`src/design/vtpd_pkg.sv`:
```
// ----------------------------------------------------------------------------
// vtpd_pkg: shared types and constants
// Payload structs, queue entry and fixed-point widths for the vertex transform.
// ----------------------------------------------------------------------------
`default_nettype none
package vtpd_pkg;

    localparam int WORD_BITS = 32;
    localparam int FRAC_BITS = 16;
    localparam int NUM_REGS  = 8;
    localparam int REG_BITS  = 64;
    localparam int ADDR_BITS = 6;
    localparam int ACC_W     = 2 * WORD_BITS + 2;   // sum of four full products
    localparam int QB        = WORD_BITS + 1;       // quotient bits incl. overflow bit
    localparam int FIFO_DEPTH = 4;
    localparam int FIFO_AW    = 2;

    localparam logic signed [WORD_BITS-1:0] ONE_FIX =
        WORD_BITS'(1) <<< FRAC_BITS;

    typedef logic signed [ACC_W-1:0] acc_t;
    typedef logic [NUM_REGS-1:0][REG_BITS-1:0] matrix_t;

    typedef struct packed {
        logic signed [31:0] in_x;
        logic signed [31:0] in_y;
        logic signed [31:0] in_z;
    } in_t;

    typedef struct packed {
        logic signed [31:0] out_x;
        logic signed [31:0] out_y;
        logic signed [31:0] out_z;
        logic               divided;
        logic               saturated;
    } out_t;

    // One classified request between front and back.
    typedef struct packed {
        logic [2:0][ACC_W-1:0]       acc;     // x, y, z sums at 2*FRAC_BITS
        logic signed [WORD_BITS-1:0] w;       // clipped w, FRAC_BITS
        logic                        divide;
        logic                        w_sat;
    } job_t;

endpackage
`default_nettype wire

```
`src/design/vtpd_fifo.sv`:
```
// ----------------------------------------------------------------------------
// vtpd_fifo: request queue
// Small register queue between the front and the back.
// ----------------------------------------------------------------------------
`default_nettype none
module vtpd_fifo (
    input  wire logic           aclk,
    input  wire logic           aresetn,
    input  wire logic           push,
    input  wire vtpd_pkg::job_t push_data,
    output logic                full,
    input  wire logic           pop,
    output logic                empty,
    output vtpd_pkg::job_t      pop_data
);
    import vtpd_pkg::*;

    job_t               mem_reg [FIFO_DEPTH];
    logic [FIFO_AW-1:0] wr_reg, rd_reg;
    logic [FIFO_AW:0]   cnt_reg;

    assign full     = (cnt_reg == (FIFO_AW+1)'(FIFO_DEPTH));
    assign empty    = (cnt_reg == '0);
    assign pop_data = mem_reg[rd_reg];

    always_ff @(posedge aclk) begin
        if (!aresetn) begin
            wr_reg  <= '0;
            rd_reg  <= '0;
            cnt_reg <= '0;
        end else begin
            if (push) wr_reg <= wr_reg + 1'b1;
            if (pop)  rd_reg <= rd_reg + 1'b1;
            if (push && !pop)      cnt_reg <= cnt_reg + 1'b1;
            else if (pop && !push) cnt_reg <= cnt_reg - 1'b1;
        end
    end

    always_ff @(posedge aclk) begin
        if (push) mem_reg[wr_reg] <= push_data;
    end

endmodule
`default_nettype wire

```
`config.mk`:
```
export PLATFORM = sky130hd
export DESIGN_NAME = vtpd_fifo
export DESIGN_NICKNAME = d
export VERILOG_FILES = /design/src/design/vtpd_pkg.sv /design/src/design/vtpd_fifo.sv
export SDC_FILE = /design/constraint.sdc
export NUM_CORES = 1
export LEC_CHECK = 0
export ABC_CLOCK_PERIOD_IN_PS = 18300
export BUFFER_PORTS_ARGS = -buffer_cell sky130_fd_sc_hd__buf_2
export CORE_MARGIN = 2
export CORE_UTILIZATION = 30
export CTS_CLUSTER_SIZE = 16
export DETAILED_ROUTE_END_ITERATION = 12
export GPL_TIMING_DRIVEN = 0
export PLACE_DENSITY = 0.49
export SETUP_SLACK_MARGIN = 0.02
export SYNTH_ARGS = -nofsm -noshare
export SYNTH_HDL_FRONTEND = slang
export SYNTH_SLANG_ARGS = --single-unit
```
`constraint.sdc`:
```
create_clock -name aclk -period 18.3 [get_ports aclk]
set_input_delay 1.83 -clock aclk [delete_from_list [all_inputs] [get_ports aclk]]
set_output_delay 1.83 -clock aclk [all_outputs]
set_load 0.01 [all_outputs]
```
## Yosys cells after proc, flatten, opt, wreduce, memory -nomap -nowiden

Memories as Yosys holds them, arrays and structs flattened. A register that Yosys moved wholly into a read port is not among the register bits.
Cells that the tools add are included.

- Register bits after elaboration: 7
- Latch bits: 0
- Bits in writable memories: 928
- ROM bits: 0
- Bits of input ports: 236
- Word-level logic and storage cells: 21
- Memories: 1

- Add/subtract/negate cells: 4
- Multiply operators: 0
- Divide/modulo/power cells: 0
- $lt $le $gt $ge: 0
- Eq/ne operators: 1
- Shift-type cells: 0
- Muxes and demuxes: 6
- Bitwise operators: 0
- Reductions and logical operators: 6

Memories:

| memory | depth | bits a word | read ports | clocked after Yosys merged registers in | write ports | line | RTL |
|---|---|---|---|---|---|---|---|
| mem_reg | 4 | 232 | 1 | 1 | 1 | vtpd_fifo.sv:18 | `job_t mem_reg [FIFO_DEPTH];` |

Operators by type and width:

| cell | number |
|---|---|
| $mux 3 | 2 |
| $add 2x1->2 const B | 2 |
| $mux 2 | 2 |
| $add 3x1->3 const B | 1 |
| $eq 3x3->1 const B | 1 |
| $logic_not 3->1 | 1 |
| $sub 3x1->3 const B | 1 |
| $logic_and 1x1->1 | 2 |
| $logic_not 1->1 | 2 |
| $mux 1 | 2 |
| $reduce_bool 2->1 | 1 |

## Depth between registers and ports, before layout

Gate-level depths: netlist of run 1.

- Depth in word-level cells: 4
- Gate-level depth with buffers: 7
- Depth with buffers taken out: 7

## Worst setup path before layout of run 1

Ideal clock, no wire load.

- Path type: input -> register
- From: in push
- To: mem mem_reg[0][0] (netlist bit), enable pin
- Setup time: 0.621 ns
- Data arrival time: 7.081 ns
- Required time: 17.679 ns
- Setup slack: 10.598 ns
- Stages: 1
- Path buffers: 0
- Path through: and2_1

- Cells in the longest elaborated chain, start to end: 2

RTL lines:

| item | line | RTL |
|---|---|---|
| start, declared | vtpd_fifo.sv:9 | `input wire logic push,` |
| $mux 1 | vtpd_fifo.sv:40 | `if (push) mem_reg[wr_reg] <= push_data;` |
| $mux 1 (implied by the code) | vtpd_fifo.sv:40 |  |
| end, declared | vtpd_fifo.sv:18 |  |

No other way between the ends.

==> results of run 1 <==
[worst register-to-register path: stages, from the launching register on]
cell and delay, ns:
dfxtp_1 0.34, inv_1 0.10, ha_1 0.15, and2_4 0.49, buf_16 0.36, buf_16 0.32
[through the flow]
stage / hold WS [ns] / cell area [um2] / instances
finish: 0.542 / 41900 / 3438
global route: 0.592 / 41900 / 3430
CTS: 0.548 / 41900 / 3430
detailed placement: 0.542 / 38700 / 3244
global placement: 0.506 / 38100 / 3224
floorplan: 0.472 / 33900 / 1255
[power by group]
part           internal, mW  leakage [nW]  switching [mW]
combinational         0.216          3.75           0.269
sequential             2.47          8.60          0.0192
clock                  1.16          1.56           0.806
total                  3.84          13.9            1.09
[final cells by class]
| class | instances | area (um2) | area share (%) |
|---|---|---|---|
| diodes | 8 | 20.0 | 0.0477 |
| plain buffers | 52 | 384 | 0.916 |
| clock buffers | 134 | 2770 | 6.59 |
| clock inverters | 52 | 457 | 1.09 |
| inverters | 4 | 15.0 | 0.0358 |
| multi-input cells | 262 | 5490 | 13.1 |
| flip-flops and latches | 937 | 28000 | 66.9 |
| well taps | 1500 | 1880 | 4.47 |
| repair buffers | 489 | 2900 | 6.91 |
[cell usage after synthesis (all sizes together)]
master	n
edfxtp	928
mux4	232
buf	46
and2	9
dfxtp	9
clkbuf	6
ha	5
inv	4
xor2	3
mux2i	2
nor2b	2
xnor2	2
a21boi	1
fa	1
nand2	1
nor3	1
nor3b	1
o21ai	1
or3	1
[routing by layer]
metal  part of all wire, %  up-vias  wire length (um)  global-route usage [%]
li1                      -     6704                 -                       -
met1                    39     8060             29800                    15.7
met2                    49      459             36800                    21.3
met3                   9.5      164              7160                    5.45
met4                   2.3       48              1710                    3.68
met5                  0.37        -               277                       0
[path summary, 6_finish.rpt]
check                  start              end  slack, ns  cells past startpoint
setup / recovery   flip-flop    pop_data[100]      13.07                      5
setup reg to reg   wr_reg[0]  mem_reg[2][214]      16.11                      5
hold reg to reg   cnt_reg[2]       cnt_reg[2]       0.54                      2
hold / removal    cnt_reg[2]       cnt_reg[2]       0.54                      2
[cells by family (layout without fill, tap and decap cells)]
group | count (synthesis) | in the layout | share of synthesized area [%]
other | 0 | 8 | 0
adder cells (fa/ha/maj) | 6 | 6 | 0.243
flip-flops | 937 | 937 | 82.7
AND/OR/NAND/NOR | 15 | 15 | 0.269
buffers and inverters | 56 | 731 | 1.18
AO/OA/AOI/OAI | 2 | 2 | 0.0369
XOR/XNOR | 5 | 5 | 0.129
multiplexers | 234 | 234 | 15.5
==> impl_results.md, run 1 <==
- Outcome: finished, final reports clean
- Most frequent CP cell: buf_2
- Startpoint types: flip-flop
- Layout cells sized above 1: 47.0%
- Rel. slew slack: 18.2%
- Setup violators final: 0
- RSZ-0062 raised after global routing: no
- Most common cell after layout, fill and taps aside: edfxtp_1
- Post-route ant nets: 0
- First-pass GRT wire length: 111000 um
- Worst Max-Slew Pin Slew: 1.23 ns
- WP data arrival: 3.40 ns
- Crit path kind: reg2out
- I/O pins: 470
- Critical path buffers and inverters: 4
- Initial DRT Pass Iterations: 5
- H-tree lvl count: 3
- Initial DRC count: 876
- Clock sink total: 937
- CTS tree: yes
- Largest net degree at the start of global routing: 53
- Ranking of synthesized cells by area: edfxtp_1, mux4_2, buf_6, dfxtp_1, buf_2
- Vias per cell: 4.49
- Library cells used by synthesis: 20
- Post-CTS Hold Buffers: 0
- # fillers: 10299
- Hold Vio Cnt, Final: 0
- Max Slew Vio Count: 0
- Final nets: 2090
- Postcts setup bufs: 0
- Worst slack at placement: 13.49 ns
- Overall Power: 4.94 mW
- Peak supply drop: 0.0742 mV
- Starting density of the core: 30.2%
- Core Box Area: 0.112 mm2
- Row count: 123
- Data required, critical path: 16.47 ns
- PortBufs: 469
- Max Freq: 0.191 GHz
- Crit path max-delay family: buffers and inverters
- Area share of the largest cell type after synthesis: 82.2%
- GRT overflow: 0
- Crit path max fanout: 10
- Post-CTS resize count: 0
- Post-synth top area cell: edfxtp_1
- Seq/Total Area, Yosys: 82.7%
- CP max stage cell: clkbuf_1
- Max clock buf depth: 3
- DRC Markers: 0
- Per-cell routed wire length: 22.0 um
- Worst skew pair latency: 0.67 ns
- Most frequent cells in the layout: edfxtp_1, buf_2, mux4_2, clkbuf_16, clkbuf_1
- Synthesized cell area: 0.0339 mm2
- PnR worst setup slack: 13.07 ns
- Total wire length: 75700 um
- Leak: 13.9 nW
- FF+latch count, synth: 937
- Finished Core Util: 37.3%
- P&R area growth vs syn: 23.7%
- Die area: 0.116 mm2
- Cell area power density: 118 mW/mm2
- Clock Root Buffer: clkbuf_16
- GRT Util Overall: 13.0%
- Setup TNS: 0 ns
- Worst Clk Skew: 0.0164 ns
- Via Count: 15435
- Via count of the first global-routing pass: 16831
- GPL Wtd Cong: 0.698
- CTS buffer count: 102
- Slowest Stage Delay on Critical Path: 0.95 ns
- DPL Wire Length: 48800 um
- Die height: 340 um
- Cells after synthesis: 1255
- Clock-pin slew on the worst setup and hold paths: 0.06 ns
- Max Cap Viol: 0
- Syn nets: 1497
- Largest register FFs: 928
- Die width: 340 um
- Synth warn: 0
- Antenna violations before repair: 34
- Worst path cell trace: buf_2 > clkbuf_1 > buf_2 > mux4_2 > buf_2
- Crit path time final: 5.23 ns
- Hold Crit Class: reg2reg
- Final Cycle Share: 28.6%
- Syn_area_per_cell: 27.0 um2
- Crit end category: primary output
No activity file was read; power rests on OpenSTA's default activity.
==> run 2, diff against run 1 <==
--- a/config.mk
+++ b/config.mk
@@ -5,7 +5,7 @@
 export SDC_FILE = /design/constraint.sdc
 export NUM_CORES = 1
 export LEC_CHECK = 0
-export ABC_CLOCK_PERIOD_IN_PS = 18300
+export ABC_CLOCK_PERIOD_IN_PS = 5010
 export BUFFER_PORTS_ARGS = -buffer_cell sky130_fd_sc_hd__buf_2
 export CORE_MARGIN = 2
 export CORE_UTILIZATION = 30
==> constraint.sdc (replaced) <==
create_clock -name aclk -period 5.01 [get_ports aclk]
set_input_delay 0.501 -clock aclk [delete_from_list [all_inputs] [get_ports aclk]]
set_output_delay 0.501 -clock aclk [all_outputs]
set_load 0.01 [all_outputs]
==> impl_results.md, run 2 (synthesis gave the netlist of run 1 again) <==
- Setup violators final: 0 (unchanged)
- Worst path cell trace: buf_2 > clkbuf_1 > buf_2 > mux4_2 > buf_2
- Critical R2R Capture: mem_reg[2][145]
- Max layer used: met5
- Number of cells on the critical path: 5 (unchanged)
- Most frequent CP cell: buf_2
- Cell area power density: 410 mW/mm2 (+250%)
- Per-cell routed wire length: 21.1 um (-4.1%)
- Startpoint types: flip-flop
- Post-route ant nets: 0 (unchanged)
- CTS buffer count: 101 (-0.98%)
- RR Startpoint: wr_reg[0]
- Starting density of the core: 30.2% (unchanged)
- GRT overflow: 0 (unchanged)
- Final nets: 2285 (+9.3%)
- Via Count: 16154 (+4.7%)
- Worst Clk Skew: 0.0273 ns (+0.0109 ns)
- Layout cells sized above 1: 42.9% (-4.2 points)
- RSZ-0062 raised after global routing: no
- Crit path time final: 3.72 ns
- Max Cap Viol: 0 (unchanged)
- Leak: 14.7 nW (+5.7%)
- H-tree lvl count: 3 (unchanged)
- Initial DRT Pass Iterations: 4 (-1)
- I/O pins: 470 (unchanged)
- Post-route cell area: 0.0438 mm2 (+4.4%)
- CTS tree: yes
- Antenna violations before repair: 13 (-62%)
- Outcome: finished, final reports clean
- Vias per cell: 4.45 (-0.88%)
- Worst skew pair latency: 0.67 ns (about the same)
- Core Box Area: 0.112 mm2 (unchanged)
- Largest net degree at the start of global routing: 52 (-1.9%)
- First-pass GRT wire length: 114000 um (+2.3%)
- Initial DRC count: 755 (-14%)
- Die height: 340 um (unchanged)
- Hold Vio Cnt, Final: 0 (unchanged)
- Placed cell area: 0.0387 mm2 (about the same)
- PnR worst setup slack: 1.29 ns (-11.78 ns)
- Crit end category: primary output
- Crit path kind: reg2out
- CP max stage cell: clkbuf_1
- Slowest Stage Delay on Critical Path: 0.83 ns (-0.12 ns)
- Die area: 0.116 mm2 (unchanged)
- Postcts setup bufs: 0 (unchanged)
- Clock Root Buffer: clkbuf_16
- WP data arrival: 3.22 ns (-0.18 ns)
- Via count of the first global-routing pass: 17784 (+5.7%)
- DRC Markers: 0 (unchanged)
- Peak supply drop: 0.282 mV (+280%)
- Hold Crit Class: in2reg
- Data required, critical path: 4.51 ns (-11.96 ns)
- GPL Wtd Cong: 0.699 (+0.11%)
- Met2 wire length: 37000 um (+0.62%)
- Max clock buf depth: 3 (unchanged)
- Final Cycle Share: 74.2%
- Crit path max fanout: 10 (unchanged)
- PortBufs: 469 (unchanged)
- Most frequent cells in the layout: edfxtp_1, buf_2, mux4_2, dlygate4sd3_1, clkbuf_16
- Clock sink total: 937 (unchanged)
- Total wire length: 76700 um (+1.3%)
- Clock-pin slew on the worst setup and hold paths: 0.06 ns (about the same)
- Crit path max-delay family: buffers and inverters
- DRT met1 WL: 31500 um (+5.8%)
- R2r worst-path depth: 6 (+1)
- Routed wl met3: 6140 um (-14%)
- P&R area growth vs syn: 29.1%
- GRT Util Overall: 13.2% (+0.17 points)
- Largest register FFs: 928 (unchanged)
- Finished Core Util: 39.0% (+1.6 points)
- Overall Power: 18.0 mW (+260%)
- Max Slew Vio Count: 0 (unchanged)
- DPL Wire Length: 49000 um (+0.44%)
- Row count: 123 (unchanged)
- Fin Hold WS: 0.0628 ns (-0.479 ns)
- Critical path buffers and inverters: 4 (unchanged)
- Worst slack at placement: 1.73 ns (-11.76 ns)
- R2R Setup Slk: 2.56 ns (-13.55 ns)
- Most common cell after layout, fill and taps aside: edfxtp_1
- Max Freq: 0.269 GHz
- Worst setup path endpoint: pop_data[79]
- Die width: 340 um (unchanged)
- Worst Max-Slew Pin Slew: 1.06 ns (-0.171 ns)
- Rel. slew slack: 29.6% (+11 points)
-- run 2: cell count changes in the layout (fill, tap and decap cells not counted) --
| cell | delta |
|---|---|
| inv_6 | +3 |
| buf_12 | +1 |
| diode_2 | -2 |
| clkbuf_1 | -11 |
| bufinv_16 | -1 |
| buf_16 | -1 |
| inv_8 | +1 |
| clkbuf_8 | -5 |
| clkinv_1 | +6 |
| clkbuf_16 | -2 |
| clkinv_2 | +8 |
| dlygate4sd3_1 | +196 |
| clkinvlp_4 | -1 |
-- run 2: report_power, final --
group	internal, mW	switching, mW	leakage [nW]
clock	4.03	2.94	1.53
combinational	0.888	1.02	4.56
sequential	9.01	0.0694	8.60
-- run 2: cell type report --
cell class	count	area (um2)
timing repair buffer	685	4850
tap	1500	1880
antenna	6	15.0
multi-input combinational	262	5490
fill	10129	68500
buffer	52	384
inverter	4	15.0
clock buffer	116	2610
sequential	937	28000
clock inverter	68	519
-- run 2: worst min-delay path by stage --
stage / start / endpoint / slack (ns) / cells after the start
3_3_place_gp: cnt_reg[2] / cnt_reg[2] / 0.50 / 2
5_1_grt: push_data[122] / mem_reg[3][122] / 0.02 / 1
2_1_floorplan: cnt_reg[2] / cnt_reg[2] / 0.47 / 2
3_5_place_dp: cnt_reg[2] / cnt_reg[2] / 0.51 / 2
4_1_cts: push_data[71] / mem_reg[3][71] / 0.0003 / 1
6_report: push_data[108] / mem_reg[1][108] / 0.06 / 1
-- run 2: per-stage QoR --
step | TNS, ns | cells
3_5_place_dp | 0 | 3244
2_1_floorplan | 0 | 1255
5_1_grt | 0 | 3625
4_1_cts | 0 | 3624
6_report | 0 | 3630
3_3_place_gp | -1566.20 | 3224
-- run 2: worst register-to-register path: cells and delay by family (launching register included) --
family | cells | cell delay, ns
buf+inv | 4 | 1.06
simple gates | 1 | 0.49
flops | 1 | 0.34
fa+ha+maj | 1 | 0.15
-- run 2: repair_timing --
action,4_1_cts,5_1_grt
gates resized for setup,0,0
hold buffers,196,0
hold endpoints to repair,761,0
-- run 2: metal layers --
metal | GRT usage (%) | vias to the layer above
li1 | - | 7066
met1 | 16.4 | 8490
met2 | 21.5 | 434
met3 | 4.70 | 146
met4 | 4.03 | 18
met5 | 0 | -
